==> config.mk <==
export PLATFORM = sky130hd
export DESIGN_NAME = tga_rle_image_decoder_flat
export DESIGN_NICKNAME = d
export VERILOG_FILES = /design/src/rtl/core/tga_rle_pkg.sv /design/src/rtl/core/tga_rle_ifs.sv /design/src/rtl/core/tga_rle_image_decoder.sv /design/src/rtl/core/tga_rle_front.sv /design/src/rtl/core/tga_rle_queue.sv /design/src/rtl/core/tga_rle_back.sv /design/src/flat_wrapper.sv
export VERILOG_INCLUDE_DIRS = /design/src /design/src/rtl/core
export SDC_FILE = /design/constraint.sdc
export NUM_CORES = 1
export LEC_CHECK = 0
export BUFFER_PORTS_ARGS = -buffer_cell sky130_fd_sc_hd__buf_2
export CORE_MARGIN = 1.5
export CORE_UTILIZATION = 40
export CTS_CLUSTER_DIAMETER = 120
export DETAILED_ROUTE_END_ITERATION = 7
export GPL_TIMING_DRIVEN = 0
export PLACE_DENSITY = 0.56
export SLEW_MARGIN = 10
export SYNTH_ARGS = -nofsm -noshare
export SYNTH_HDL_FRONTEND = slang
export SYNTH_SLANG_ARGS = --single-unit
==> constraint.sdc <==
create_clock -name clk -period 7.7 [get_ports clk]
set_input_delay 1.155 -clock clk [delete_from_list [all_inputs] [get_ports clk]]
set_output_delay 1.155 -clock clk [all_outputs]
set_load 0.02 [all_outputs]
==> src/rtl/core/tga_rle_image_decoder_macros.svh <==
// Assertion macros shared by the decoder RTL files.
`ifndef TGA_RLE_IMAGE_DECODER_MACROS_SVH
`define TGA_RLE_IMAGE_DECODER_MACROS_SVH
`ifndef SYNTH
// Clocked check, switched off while reset is high.
`define TGA_ASSERT(label, clk, rst, prop, msg) \
  label: assert property (@(posedge clk) disable iff (rst) (prop)) else $error(msg);
// Clocked check that also holds through reset.
`define TGA_ASSERT_ALWAYS(label, clk, prop, msg) \
  label: assert property (@(posedge clk) (prop)) else $error(msg);
`else
`define TGA_ASSERT(label, clk, rst, prop, msg)
`define TGA_ASSERT_ALWAYS(label, clk, prop, msg)
`endif
`endif

==> src/rtl/core/tga_rle_pkg.sv <==
// Types and constants shared by the TGA decoder modules.
package tga_rle_pkg;

  localparam int unsigned QUEUE_DEPTH = 2;

  localparam int unsigned HEADER_BYTES = 18;
  localparam logic [7:0] TYPE_RAW = 8'd2;
  localparam logic [7:0] TYPE_RLE = 8'd10;
  localparam logic [4:0] HDR_ID_LEN = 5'd0;
  localparam logic [4:0] HDR_TYPE = 5'd2;
  localparam logic [4:0] HDR_WIDTH_LO = 5'd12;
  localparam logic [4:0] HDR_WIDTH_HI = 5'd13;
  localparam logic [4:0] HDR_HEIGHT_LO = 5'd14;
  localparam logic [4:0] HDR_HEIGHT_HI = 5'd15;
  localparam logic [4:0] HDR_DEPTH = 5'd16;
  localparam logic [4:0] HDR_LAST = 5'(HEADER_BYTES - 1);
  localparam logic [4:0] DEPTH_3 = 5'd3;
  localparam logic [4:0] DEPTH_4 = 5'd4;
  localparam logic [7:0] RUN_FLAG = 8'd128;
  localparam logic [7:0] OPAQUE = 8'd255;

  typedef enum logic [1:0] {
    KIND_INFO  = 2'd0,
    KIND_PIXEL = 2'd1,
    KIND_ERROR = 2'd2
  } kind_t;

  // Decoded event handed from the parser to the output stage
  typedef struct packed {
    kind_t       kind;
    logic [7:0]  c0;
    logic [7:0]  c1;
    logic [7:0]  c2;
    logic [7:0]  c3;
    logic [7:0]  rep;
    logic        last;
    logic [15:0] width;
    logic [15:0] height;
    logic        four;
  } token_t;

  typedef struct packed {
    logic full;
    logic valid;
  } q_status_t;

endpackage

==> src/rtl/core/tga_rle_ifs.sv <==
// Valid/ready channel interfaces for file bytes and decoded items.
interface tga_rle_in_if;
  logic       valid;
  logic       ready;
  logic [7:0] file_byte;
  logic       start_file;

  modport source (output valid, output file_byte, output start_file, input ready);
  modport sink (input valid, input file_byte, input start_file, output ready);
endinterface

interface tga_rle_out_if;
  logic        valid;
  logic        ready;
  logic [1:0]  kind;
  logic [7:0]  red;
  logic [7:0]  green;
  logic [7:0]  blue;
  logic [7:0]  alpha;
  logic [7:0]  repeat_count;
  logic [15:0] image_width;
  logic [15:0] image_height;
  logic [2:0]  bytes_per_pixel;
  logic        last_pixel;

  modport source (
    output valid, output kind, output red, output green, output blue, output alpha,
    output repeat_count, output image_width, output image_height,
    output bytes_per_pixel, output last_pixel, input ready
  );
  modport sink (
    input valid, input kind, input red, input green, input blue, input alpha,
    input repeat_count, input image_width, input image_height,
    input bytes_per_pixel, input last_pixel, output ready
  );
endinterface

==> src/rtl/core/tga_rle_image_decoder.sv <==
// Top level of the TGA true-colour RLE decoder.
// Takes a TGA file one byte per cycle while file_bytes.ready is high and gives
// an info item after the header, an error item for an unsupported type or
// depth, then one pixel item per raw pixel or run, colours as red, green, blue,
// alpha with a repeat count and the last one marked. The parser state updates
// on each accepted byte, so a byte can be accepted each clock while ready is
// high and at most one item results from it. A queue of QUEUE_DEPTH tokens
// sits between the parser and the output register; file_bytes.ready falls only
// when that queue is full, which happens once the output register holds an
// item that is not taken and QUEUE_DEPTH more items wait behind it. An item is
// written into the queue, then loaded into the output register.
module tga_rle_image_decoder #(
  parameter int unsigned QUEUE_DEPTH = tga_rle_pkg::QUEUE_DEPTH
) (
  input logic           clk,
  input logic           rst,
  tga_rle_in_if.sink    file_bytes,
  tga_rle_out_if.source items
);

  logic                   push;
  tga_rle_pkg::token_t    push_token;
  logic                   pop;
  tga_rle_pkg::token_t    head;
  tga_rle_pkg::q_status_t q_status;

  tga_rle_front u_front (
    .clk        (clk),
    .rst        (rst),
    .file_bytes (file_bytes),
    .q_status   (q_status),
    .push       (push),
    .push_token (push_token)
  );

  tga_rle_queue #(
    .DEPTH (QUEUE_DEPTH)
  ) u_queue (
    .clk        (clk),
    .rst        (rst),
    .push       (push),
    .push_token (push_token),
    .pop        (pop),
    .head       (head),
    .status     (q_status)
  );

  tga_rle_back u_back (
    .clk      (clk),
    .rst      (rst),
    .head     (head),
    .q_status (q_status),
    .pop      (pop),
    .items    (items)
  );

endmodule

==> src/rtl/core/tga_rle_front.sv <==
// Byte parser: header, ID skip, packet headers and colour bytes into tokens.
`include "tga_rle_image_decoder_macros.svh"

module tga_rle_front (
  input  logic                  clk,
  input  logic                  rst,
  tga_rle_in_if.sink            file_bytes,
  input  tga_rle_pkg::q_status_t q_status,
  output logic                  push,
  output tga_rle_pkg::token_t   push_token
);

  typedef enum logic [2:0] {
    PH_HEADER,
    PH_IDSKIP,
    PH_PKTHDR,
    PH_COLOR,
    PH_DONE,
    PH_ERROR
  } phase_t;

  phase_t      phase, phase_next;
  logic [4:0]  header_index, header_index_next;
  logic [7:0]  id_skip_left, id_skip_left_next;
  logic        is_compressed, is_compressed_next;
  logic [15:0] width_reg, width_reg_next;
  logic [15:0] height_reg, height_reg_next;
  logic        four_bytes, four_bytes_next;
  logic [31:0] pixels_left, pixels_left_next;
  logic        packet_is_run, packet_is_run_next;
  logic [7:0]  packet_left, packet_left_next;
  logic [1:0]  color_byte_index, color_byte_index_next;
  logic [7:0]  color_hold [3];
  logic [7:0]  color_hold_next [3];

  logic                in_fire;
  logic                emit;
  tga_rle_pkg::token_t token;

  assign file_bytes.ready = !q_status.full;
  assign in_fire = file_bytes.valid && file_bytes.ready;
  assign push = in_fire && emit;
  assign push_token = token;

  // Work out the next parser state for the byte on the channel
  always_comb begin
    logic [7:0]  b;
    phase_t      ph;
    logic [4:0]  hi;
    logic [7:0]  cnt;
    logic [7:0]  rep;
    logic [1:0]  lastk;
    logic [31:0] pl_after;
    logic [7:0]  pk_after;
    b = file_bytes.file_byte;
    ph = phase;
    hi = header_index;
    cnt = '0;
    rep = '0;
    lastk = '0;
    pl_after = '0;
    pk_after = '0;

    phase_next = phase;
    header_index_next = header_index;
    id_skip_left_next = id_skip_left;
    is_compressed_next = is_compressed;
    width_reg_next = width_reg;
    height_reg_next = height_reg;
    four_bytes_next = four_bytes;
    pixels_left_next = pixels_left;
    packet_is_run_next = packet_is_run;
    packet_left_next = packet_left;
    color_byte_index_next = color_byte_index;
    color_hold_next = color_hold;

    // Restart marker: take the byte as header byte zero of a fresh file
    if (file_bytes.start_file) begin
      ph = PH_HEADER;
      hi = '0;
      phase_next = PH_HEADER;
      header_index_next = '0;
      id_skip_left_next = '0;
      is_compressed_next = 1'b0;
      width_reg_next = '0;
      height_reg_next = '0;
      four_bytes_next = 1'b0;
      pixels_left_next = '0;
      packet_is_run_next = 1'b0;
      packet_left_next = '0;
      color_byte_index_next = '0;
    end

    emit = 1'b0;
    token = '0;

    case (ph)
      PH_HEADER: begin
        header_index_next = hi + 5'd1;
        case (hi)
          tga_rle_pkg::HDR_ID_LEN: id_skip_left_next = b;
          tga_rle_pkg::HDR_TYPE: begin
            if (b == tga_rle_pkg::TYPE_RAW) begin
              is_compressed_next = 1'b0;
            end else if (b == tga_rle_pkg::TYPE_RLE) begin
              is_compressed_next = 1'b1;
            end else begin
              phase_next = PH_ERROR;
              header_index_next = hi;
              emit = 1'b1;
              token.kind = tga_rle_pkg::KIND_ERROR;
            end
          end
          tga_rle_pkg::HDR_WIDTH_LO: width_reg_next[7:0] = b;
          tga_rle_pkg::HDR_WIDTH_HI: width_reg_next[15:8] = b;
          tga_rle_pkg::HDR_HEIGHT_LO: height_reg_next[7:0] = b;
          tga_rle_pkg::HDR_HEIGHT_HI: height_reg_next[15:8] = b;
          tga_rle_pkg::HDR_DEPTH: begin
            if (b[7:3] == tga_rle_pkg::DEPTH_3) begin
              four_bytes_next = 1'b0;
            end else if (b[7:3] == tga_rle_pkg::DEPTH_4) begin
              four_bytes_next = 1'b1;
            end else begin
              phase_next = PH_ERROR;
              header_index_next = hi;
              emit = 1'b1;
              token.kind = tga_rle_pkg::KIND_ERROR;
            end
          end
          default: begin
            if (hi >= tga_rle_pkg::HDR_LAST) begin
              header_index_next = hi;
              pixels_left_next = {16'b0, width_reg} * {16'b0, height_reg};
              emit = 1'b1;
              token.kind = tga_rle_pkg::KIND_INFO;
              token.width = width_reg;
              token.height = height_reg;
              token.four = four_bytes;
              color_byte_index_next = '0;
              if (id_skip_left != '0) begin
                phase_next = PH_IDSKIP;
              end else if (width_reg == '0 || height_reg == '0) begin
                phase_next = PH_DONE;
              end else if (is_compressed) begin
                phase_next = PH_PKTHDR;
              end else begin
                packet_is_run_next = 1'b0;
                packet_left_next = 8'd1;
                phase_next = PH_COLOR;
              end
            end
          end
        endcase
      end
      PH_IDSKIP: begin
        if (id_skip_left != '0) begin
          id_skip_left_next = id_skip_left - 8'd1;
        end
        if (id_skip_left <= 8'd1) begin
          color_byte_index_next = '0;
          if (pixels_left == '0) begin
            phase_next = PH_DONE;
          end else if (is_compressed) begin
            phase_next = PH_PKTHDR;
          end else begin
            packet_is_run_next = 1'b0;
            packet_left_next = 8'd1;
            phase_next = PH_COLOR;
          end
        end
      end
      PH_PKTHDR: begin
        // Packet header: low seven bits plus one pixels, top bit marks a run
        cnt = {1'b0, b[6:0]} + 8'd1;
        packet_is_run_next = b[7];
        if ({24'b0, cnt} > pixels_left) begin
          cnt = pixels_left[7:0];
        end
        packet_left_next = cnt;
        color_byte_index_next = '0;
        phase_next = PH_COLOR;
      end
      PH_COLOR: begin
        lastk = four_bytes ? 2'd3 : 2'd2;
        if (color_byte_index < lastk) begin
          if (color_byte_index != 2'd3) begin
            color_hold_next[color_byte_index] = b;
          end
          color_byte_index_next = color_byte_index + 2'd1;
        end else begin
          if (!four_bytes) begin
            color_hold_next[2] = b;
          end
          color_byte_index_next = '0;
          rep = packet_is_run ? packet_left : 8'd1;
          if ({24'b0, rep} > pixels_left) begin
            rep = pixels_left[7:0];
          end
          if (rep > packet_left) begin
            rep = packet_left;
          end
          pl_after = pixels_left - {24'b0, rep};
          pk_after = packet_left - rep;
          pixels_left_next = pl_after;
          packet_left_next = pk_after;
          emit = 1'b1;
          token.kind = tga_rle_pkg::KIND_PIXEL;
          token.c0 = color_hold[0];
          token.c1 = color_hold[1];
          token.c2 = four_bytes ? color_hold[2] : b;
          token.c3 = b;
          token.rep = rep;
          token.four = four_bytes;
          if (pl_after == '0) begin
            token.last = 1'b1;
            phase_next = PH_DONE;
          end else if (pk_after == '0) begin
            if (is_compressed) begin
              phase_next = PH_PKTHDR;
            end else begin
              packet_left_next = 8'd1;
              packet_is_run_next = 1'b0;
            end
          end
        end
      end
      default: begin
        // Done or error: drop the byte
      end
    endcase
  end

  // Hold parser state; advance on every accepted byte
  always_ff @(posedge clk) begin
    if (rst) begin
      phase <= PH_HEADER;
      header_index <= '0;
      id_skip_left <= '0;
      is_compressed <= 1'b0;
      width_reg <= '0;
      height_reg <= '0;
      four_bytes <= 1'b0;
      pixels_left <= '0;
      packet_is_run <= 1'b0;
      packet_left <= '0;
      color_byte_index <= '0;
    end else if (in_fire) begin
      phase <= phase_next;
      header_index <= header_index_next;
      id_skip_left <= id_skip_left_next;
      is_compressed <= is_compressed_next;
      width_reg <= width_reg_next;
      height_reg <= height_reg_next;
      four_bytes <= four_bytes_next;
      pixels_left <= pixels_left_next;
      packet_is_run <= packet_is_run_next;
      packet_left <= packet_left_next;
      color_byte_index <= color_byte_index_next;
    end
  end

  // Colour bytes need no reset: each is written before it is read
  always_ff @(posedge clk) begin
    if (in_fire) begin
      color_hold <= color_hold_next;
    end
  end

  `TGA_ASSERT(a_quiet_after_error, clk, rst, (phase == PH_ERROR && in_fire && !file_bytes.start_file) |-> !push, "item produced after a format error")
  `TGA_ASSERT(a_packet_within_image, clk, rst, (phase == PH_COLOR) |-> ({24'b0, packet_left} <= pixels_left), "packet runs past the image end")

endmodule

==> src/rtl/core/tga_rle_queue.sv <==
// Short token queue between the parser and the output stage.
`include "tga_rle_image_decoder_macros.svh"

module tga_rle_queue #(
  parameter int unsigned DEPTH = tga_rle_pkg::QUEUE_DEPTH
) (
  input  logic                   clk,
  input  logic                   rst,
  input  logic                   push,
  input  tga_rle_pkg::token_t    push_token,
  input  logic                   pop,
  output tga_rle_pkg::token_t    head,
  output tga_rle_pkg::q_status_t status
);

  localparam int unsigned PTR_W = $clog2(DEPTH);
  localparam int unsigned CNT_W = $clog2(DEPTH + 1);

  tga_rle_pkg::token_t slots [DEPTH];
  logic [PTR_W-1:0]    rd_ptr;
  logic [PTR_W-1:0]    wr_ptr;
  logic [CNT_W-1:0]    count;
  logic                do_push;
  logic                do_pop;

  assign status.full = (count == CNT_W'(DEPTH));
  assign status.valid = (count != '0);
  assign do_push = push && !status.full;
  assign do_pop = pop && status.valid;
  assign head = slots[rd_ptr];

  // Advance pointers and the fill count
  always_ff @(posedge clk) begin
    if (rst) begin
      rd_ptr <= '0;
      wr_ptr <= '0;
      count <= '0;
    end else begin
      if (do_push) begin
        wr_ptr <= (wr_ptr == PTR_W'(DEPTH - 1)) ? '0 : wr_ptr + 1'b1;
      end
      if (do_pop) begin
        rd_ptr <= (rd_ptr == PTR_W'(DEPTH - 1)) ? '0 : rd_ptr + 1'b1;
      end
      if (do_push && !do_pop) begin
        count <= count + 1'b1;
      end else if (do_pop && !do_push) begin
        count <= count - 1'b1;
      end
    end
  end

  // Store the pushed token
  always_ff @(posedge clk) begin
    if (do_push) begin
      slots[wr_ptr] <= push_token;
    end
  end

  `TGA_ASSERT(a_no_push_when_full, clk, rst, push |-> !status.full, "token pushed into a full queue")
  `TGA_ASSERT(a_count_bound, clk, rst, count <= CNT_W'(DEPTH), "queue count above depth")

endmodule

==> src/rtl/core/tga_rle_back.sv <==
// Output stage: formats queued tokens into result items and holds them.
`include "tga_rle_image_decoder_macros.svh"

module tga_rle_back (
  input  logic                   clk,
  input  logic                   rst,
  input  tga_rle_pkg::token_t    head,
  input  tga_rle_pkg::q_status_t q_status,
  output logic                   pop,
  tga_rle_out_if.source          items
);

  logic load;
  logic is_info;
  logic is_pixel;

  assign load = q_status.valid && (!items.valid || items.ready);
  assign pop = load;
  assign is_info = (head.kind == tga_rle_pkg::KIND_INFO);
  assign is_pixel = (head.kind == tga_rle_pkg::KIND_PIXEL);

  // Hold the valid flag until the item is taken
  always_ff @(posedge clk) begin
    if (rst) begin
      items.valid <= 1'b0;
    end else if (load) begin
      items.valid <= 1'b1;
    end else if (items.ready) begin
      items.valid <= 1'b0;
    end
  end

  // Swap colour order, fill alpha and clear fields that mean nothing
  always_ff @(posedge clk) begin
    if (load) begin
      items.kind <= head.kind;
      items.red <= is_pixel ? head.c2 : 8'd0;
      items.green <= is_pixel ? head.c1 : 8'd0;
      items.blue <= is_pixel ? head.c0 : 8'd0;
      items.alpha <= is_pixel ? (head.four ? head.c3 : tga_rle_pkg::OPAQUE) : 8'd0;
      items.repeat_count <= is_pixel ? head.rep : 8'd0;
      items.last_pixel <= is_pixel ? head.last : 1'b0;
      items.image_width <= is_info ? head.width : 16'd0;
      items.image_height <= is_info ? head.height : 16'd0;
      items.bytes_per_pixel <= is_info ? (head.four ? 3'd4 : 3'd3) : 3'd0;
    end
  end

  `TGA_ASSERT(a_load_shows_item, clk, rst, load |=> items.valid, "loaded item not presented")

endmodule
==> src/flat_wrapper.sv <==
// flat-port wrapper written by rule: the top's interface ports become plain ports
module tga_rle_image_decoder_flat 
#(
  parameter int unsigned QUEUE_DEPTH = tga_rle_pkg::QUEUE_DEPTH
)
  (clk, rst, file_bytes_valid, file_bytes_file_byte, file_bytes_start_file, file_bytes_ready, items_valid, items_kind, items_red, items_green, items_blue, items_alpha, items_repeat_count, items_image_width, items_image_height, items_bytes_per_pixel, items_last_pixel, items_ready);
  tga_rle_in_if file_bytes_i ();
  tga_rle_out_if items_i ();
  input logic clk;
  input logic rst;
  input wire logic [$bits(file_bytes_i.valid)-1:0] file_bytes_valid;
  input wire logic [$bits(file_bytes_i.file_byte)-1:0] file_bytes_file_byte;
  input wire logic [$bits(file_bytes_i.start_file)-1:0] file_bytes_start_file;
  output wire logic [$bits(file_bytes_i.ready)-1:0] file_bytes_ready;
  output wire logic [$bits(items_i.valid)-1:0] items_valid;
  output wire logic [$bits(items_i.kind)-1:0] items_kind;
  output wire logic [$bits(items_i.red)-1:0] items_red;
  output wire logic [$bits(items_i.green)-1:0] items_green;
  output wire logic [$bits(items_i.blue)-1:0] items_blue;
  output wire logic [$bits(items_i.alpha)-1:0] items_alpha;
  output wire logic [$bits(items_i.repeat_count)-1:0] items_repeat_count;
  output wire logic [$bits(items_i.image_width)-1:0] items_image_width;
  output wire logic [$bits(items_i.image_height)-1:0] items_image_height;
  output wire logic [$bits(items_i.bytes_per_pixel)-1:0] items_bytes_per_pixel;
  output wire logic [$bits(items_i.last_pixel)-1:0] items_last_pixel;
  input wire logic [$bits(items_i.ready)-1:0] items_ready;
  assign file_bytes_i.valid = file_bytes_valid;
  assign file_bytes_i.file_byte = file_bytes_file_byte;
  assign file_bytes_i.start_file = file_bytes_start_file;
  assign file_bytes_ready = file_bytes_i.ready;
  assign items_valid = items_i.valid;
  assign items_kind = items_i.kind;
  assign items_red = items_i.red;
  assign items_green = items_i.green;
  assign items_blue = items_i.blue;
  assign items_alpha = items_i.alpha;
  assign items_repeat_count = items_i.repeat_count;
  assign items_image_width = items_i.image_width;
  assign items_image_height = items_i.image_height;
  assign items_bytes_per_pixel = items_i.bytes_per_pixel;
  assign items_last_pixel = items_i.last_pixel;
  assign items_i.ready = items_ready;
  tga_rle_image_decoder #(.QUEUE_DEPTH(QUEUE_DEPTH)) u_core (.clk(clk), .rst(rst), .file_bytes(file_bytes_i), .items(items_i));
endmodule
==> run summary, run 1 <==
status: finished, final reports clean
Worst EP arrival: 7.77 ns
vias in the first global route: 20714
Yosys warning count: 0
CP Class: flop to flop
initial core utilization: 0.406
CP peak stage delay: 0.50 ns
Yosys cell types: 96
placed cell count: 3649
Yosys reg bits: 352
RSZ-0062 raised after global routing: yes
final instance area: 29300 um2
Die Ht: 259 um
Slew headroom: 0.102
Post-Syn Area per Cell: 9.71 um2
total clock buffers created by CTS: 39
vias per cell: 5.66
HP Start: u_core.u_front.header_index[1]
layout cell share with drive strength beyond 1: 0.0973
Finished Layout Cells: 3702
RR Startpoint: u_core.u_front.packet_is_run
DP HPWL: 59.5 mm
GR Util All Layers: 0.235
placed cell area: 27900 um2
most frequent cells after synthesis: nand2_1, inv_1, nor2_1
Critical Path End Type: flop
Top Ports: 93
min Tclk post-route: 7.33 ns
FP Rows: 93
largest net degree at the start of global routing: 61
post-synth net total: 3053
Crit path required time: 8.14 ns
I/O Buffers: 92
highest net fanout along the worst path: 10
Final setup violation count: 0
most frequent cell after synthesis: nand2_1
Clock Skews: 0.0255 ns
delay-heaviest family, CP: simple AND/OR/NAND/NOR gates
GR Overflow Total: 0
Die Wd: 259 um
routed wire length per instance: 21.2 um
Slew Limit Fails: 0
top-area cell type share of the netlist area: 0.290
Diodes inserted: 0
DR iter-0 viols: 1714
routed wire length: 78.5 mm
Largest register FFs: 152
final period utilization: 0.953
RePlAce Congestion: 0.954
initial antenna violation count: 1
root buffer cell: clkbuf_16
CP bufs+invs: 6
Cells after Synth: 2698
worst-margin pin slew: 1.34 ns
Max Freq: 136 MHz
vias: 20936
most common flop cell mapped by yosys: edfxtp_1
Pre-antenna DRT Iters: 5
clk slew on worst S/H paths: 0.06 ns
CTS tree: done
total die area: 67000 um2
Syn-to-layout area delta: 12.0%
top flop regs: u_core.u_queue.slots (152), u_core.u_front.pixels_left (32), u_core.u_front.color_hold (24)
Synth Cell Area: 26200 um2
DRC Markers: 0
pwr/cell area: 233 nW/um2
worst vdd ir: 0.000147 V
async set-or-reset flop fraction in the synthesized netlist: 0
core box area: 64600 um2
Longest Clk Path Bufs: 3
first-pass GRT wire length: 122 mm
Synth area leaders: edfxtp_1, fa_1, dfxtp_1
Hold Vio Cnt, Final: 0
Overall Power: 0.00685 W
post-route ant nets: 0
H-tree Lvls: 2
register area share after synthesis: 0.366
Slowest cell on crit path: or4_4
critical path startpoint: u_core.u_front.packet_is_run
TNS Setup: 0 ns
Max Cap Violations: 0
Worst Hold Class: flop to flop
Leak Pwr: 11.6 nW
Yosys top cell by area: edfxtp_1
Startpoint Class: flop
clock sink count: 352
fin nets: 3171
Worst Hold Slack: 0.475 ns
Most flops, register: u_core.u_queue.slots
Post-synth EDFFs: 253
worst skew pair latency: 0.57 ns
-- path summary, 6_finish.rpt --
kind	end	slack, ns	depth (start not counted)
worst min register to register	u_core.u_front.header_index[1]	0.48	2
worst max register to register	u_core.u_front.packet_is_run	0.37	31
worst min-delay path	u_core.u_front.header_index[1]	0.48	2
worst max-delay path	u_core.u_front.packet_is_run	0.37	31
-- cells by family (layout without fill, tap and decap cells) --
kind of cell | Yosys count | in the layout | share of synthesized area
xor gates and xnor gates | 48 | 48 | 0.0160
and+or+nand+nor | 939 | 939 | 0.173
adders and majority gates | 345 | 345 | 0.220
AOI/OAI and AO/OA | 464 | 464 | 0.122
buffers and inverters | 450 | 599 | 0.0653
DFF | 352 | 352 | 0.366
muxes | 100 | 100 | 0.0385
-- through the flow --
step	setup slack, ns	utilization
3_3_place_gp	-2.67	0.429
3_5_place_dp	-1.26	0.431
2_1_floorplan	0.706	-
4_1_cts	0.00173	0.454
6_report	0.365	0.454
5_1_grt	0.00805	0.454
-- power by group --
group	internal [W]	total (W)	switching (W)
combinational	0.000813	0.00240	0.00159
clock	0.00126	0.00207	0.000811
sequential	0.00228	0.00237	0.0000942
-- metal layers --
layer	routed length, um	global-route usage	vias to the layer above
li1	-	-	9554
met1	34300	0.325	10474
met2	36500	0.381	773
met3	5400	0.0365	135
met4	2240	0.0718	0
met5	0	0	-
-- area by class of cell --
| class | count | area (um2) |
|---|---|---|
| repair buffers | 104 | 616 |
| well taps | 855 | 1070 |
| clock inverters | 31 | 418 |
| flip-flops and latches | 352 | 9590 |
| clock buffers | 41 | 1000 |
| multi-input cells | 1896 | 15000 |
| inverters | 271 | 1030 |
| plain buffers | 152 | 632 |
| fillers | 6206 | 35200 |
-- placed cells by master, fill, tap and decap left out, types with 12 or more instances in the layout --
cell | Yosys | routed
nor2_1 | 266 | 264
dfxtp_1 | 99 | 90
a22o_1 | 12 | 12
nand3_1 | 42 | 40
or3_1 | 13 | 13
edfxtp_1 | 253 | 253
and2_1 | 128 | 127
fa_1 | 194 | 194
nor3_1 | 55 | 52
nor2b_1 | 14 | 13
o21ai_0 | 71 | 70
nor4_1 | 26 | 25
buf_2 | 4 | 96
clkbuf_1 | 157 | 110
a211oi_1 | 16 | 16
a31oi_1 | 24 | 24
nand2b_1 | 16 | 16
xnor2_1 | 31 | 31
a21o_1 | 20 | 20
o22ai_1 | 17 | 17
xor2_1 | 17 | 17
clkbuf_16 | 0 | 40
nand4_1 | 14 | 14
clkbuf_2 | 1 | 21
ha_1 | 148 | 147
buf_4 | 2 | 12
a21oi_1 | 116 | 116
and3_1 | 39 | 39
inv_1 | 268 | 265
mux2i_1 | 94 | 93
nand2_1 | 279 | 279
a22oi_1 | 48 | 48
a221oi_1 | 14 | 14
-- worst min-delay path, stage by stage (launching register included) --
cell	delay, ns
dfxtp_1	0.30
o21ai_0	0.06
a21oi_1	0.06
-- what timing repair did --
action                                  4_1_cts  5_1_grt
hold buffers                                  0        0
resized for setup                            22       46
buffers inserted                              4        4
pin swaps                                     3        3
endpoints found under the setup margin       30       18
No activity file was read; power rests on OpenSTA's default activity.
==> run 2: changes to the inputs <==
Settings changed: CAP_MARGIN set to 20, CORE_UTILIZATION 40 to 30, CTS_BUF_LIST set to sky130_fd_sc_hd__clkbuf_16, PLACE_DENSITY 0.56 to 0.45.
==> run 2 against run 1 <==
Against the previous run:
- count of clock-buffer cells in the layout unchanged
- flip-flop and latch count unchanged
- total power decreased by 0.74%
- non-clock buffer count rose by 4
- first-iteration DRC count is 16% lower
- register-to-register slack worse by 0.02 ns
- critical path type unchanged
- largest cell class unchanged
==> run summary, run 2 (synthesis results as in run 1) <==
status: finished, final reports clean
Slowest cell on crit path: or4_4
root buffer cell: clkbuf_16
Leak Pwr: 11.6 nW
I/O Buffers: 92
H-tree Lvls: 2
Max Freq: 136 MHz
post-route ant nets: 0
Diodes inserted: 0
Critical Path End Type: flop
Worst path most repeated cell: buf_4
Slew Limit Fails: 0
post-route setup slack: 0.344 ns
Post-Place Setup Slack: -1.40 ns
DP HPWL: 65.3 mm
layout cell share with drive strength beyond 1: 0.0964
CTS tree: done
Longest Clk Path Bufs: 3
RePlAce Congestion: 0.887
initial core utilization: 0.303
GR Util All Layers: 0.190
total clock buffers created by CTS: 40
fill count: 8869
Die Ht: 299 um
Overall Power: 0.00680 W
worst-margin pin slew: 1.05 ns
Layout Utilization: 0.343
routed wire length per instance: 21.2 um
highest net fanout along the worst path: 10
clock sink count: 352
DRC Markers: 0
FP Rows: 108
core box area: 86600 um2
vias per cell: 5.16
Crit path required time: 8.22 ns
Clock Skews: 0.0375 ns
final period utilization: 0.955
Pre-antenna DRT Iters: 5
Top Ports: 93
Worst EP arrival: 7.87 ns
Hold Vio Cnt, Final: 0
Max Cap Violations: 0
largest net degree at the start of global routing: 68
met2 Track Usage GR: 0.312
Largest register FFs: 152
Register Area: 9590 um2
Final setup violation count: 0
initial antenna violation count: 3
CP Class: flop to flop
Worst Hold Class: flop to flop
Die Wd: 299 um
vias: 20659
first-pass GRT wire length: 131 mm
Multi-input gate area: 15000 um2
commonest cells after routing, fill and taps aside: nand2_1, inv_1, nor2_1
GR Overflow Total: 0
worst skew pair latency: 0.58 ns
DR iter-0 viols: 1444
Most flops, register: u_core.u_queue.slots
most common cell after layout, fill and taps aside: nand2_1
worst vdd ir: 0.000186 V
fin nets: 3176
GR Layer Usage met1: 0.264
min Tclk post-route: 7.36 ns
pwr/cell area: 229 nW/um2
clk slew on worst S/H paths: 0.07 ns
vias in the first global route: 20917
total die area: 89100 um2
routed wire length: 84.8 mm
met3 usage: 0.0193
top flop regs: u_core.u_queue.slots (152), u_core.u_front.pixels_left (32), u_core.u_front.color_hold (24)
GR peak layer: met2
CP peak stage delay: 0.50 ns
Startpoint Class: flop
Syn-to-layout area delta: 13.3%
Post-CTS Hold Fix Bufs: 0
Slew headroom: 0.297
[run 2: cell count changes in the layout (fill, tap and decap cells not counted), sizes merged]
cell,before,now
clkinv,19,20
buf,124,131
clkbuf,173,170
inv,270,275
clkinvlp,4,3
bufinv,9,5
[run 2: critical path, delay by kind of cell, from the launching register on]
kind            cells  cell delay (ns)
compound gates     11             2.39
simple gates        9             1.91
buf+inv             5             1.06
fa+ha+maj           3             0.96
flops               1             0.47
mux                 1             0.26
xor+xnor            1             0.21
[run 2: final cells by class]
| type | instances | area share |
|---|---|---|
| tap | 1155 | 0.0487 |
| clock inverter | 32 | 0.0100 |
| buffer | 150 | 0.0212 |
| inverter | 271 | 0.0345 |
| multi-input combinational | 1896 | 0.505 |
| timing repair buffer | 110 | 0.0233 |
| clock buffer | 41 | 0.0346 |
| sequential | 352 | 0.323 |
[run 2: stage by stage]
stage	TNS, ns	hold WS, ns	instance area (um2)	cells
2_1_floorplan	0	0.440	26200	2698
3_3_place_gp	-277.93	0.464	28100	3945
3_5_place_dp	-22.57	0.468	28300	3953
4_1_cts	0	0.478	29700	4020
5_1_grt	-0.00337	0.508	29700	4007
6_report	0	0.474	29700	4007
[run 2: per-layer routing]
layer | part of all wire | wire length, um
met5 | 0.00015 | 13
met1 | 0.46 | 39400
met3 | 0.042 | 3550
met2 | 0.47 | 39600
met4 | 0.028 | 2370
[run 2: timing repair]
item,4_1_cts,5_1_grt
pin swaps,4,6
buffers inserted,6,3
resized for setup,24,53
endpoints found under the setup margin,34,18
hold endpoints to repair,0,0
gates cloned,0,0
[run 2: path summary, 6_finish.rpt]
| path | depth (start not counted) | to | slack, ns | startpoint |
|---|---|---|---|---|
| min | 2 | u_core.u_front.header_index[1] | 0.47 | u_core.u_front.header_index[1] |
| min reg2reg | 2 | u_core.u_front.header_index[1] | 0.47 | u_core.u_front.header_index[1] |
| max | 30 | u_core.u_front.phase[2] | 0.34 | u_core.u_front.pixels_left[6] |
| max reg2reg | 30 | u_core.u_front.phase[2] | 0.34 | u_core.u_front.pixels_left[6] |
[run 2: report_power, final]
group	leakage (nW)	switching, W	internal (W)
Clock	0.670	0.000817	0.00114
Sequential	3.05	0.0000931	0.00228
Combinational	7.92	0.00164	0.000835
Total	11.6	0.00255	0.00425
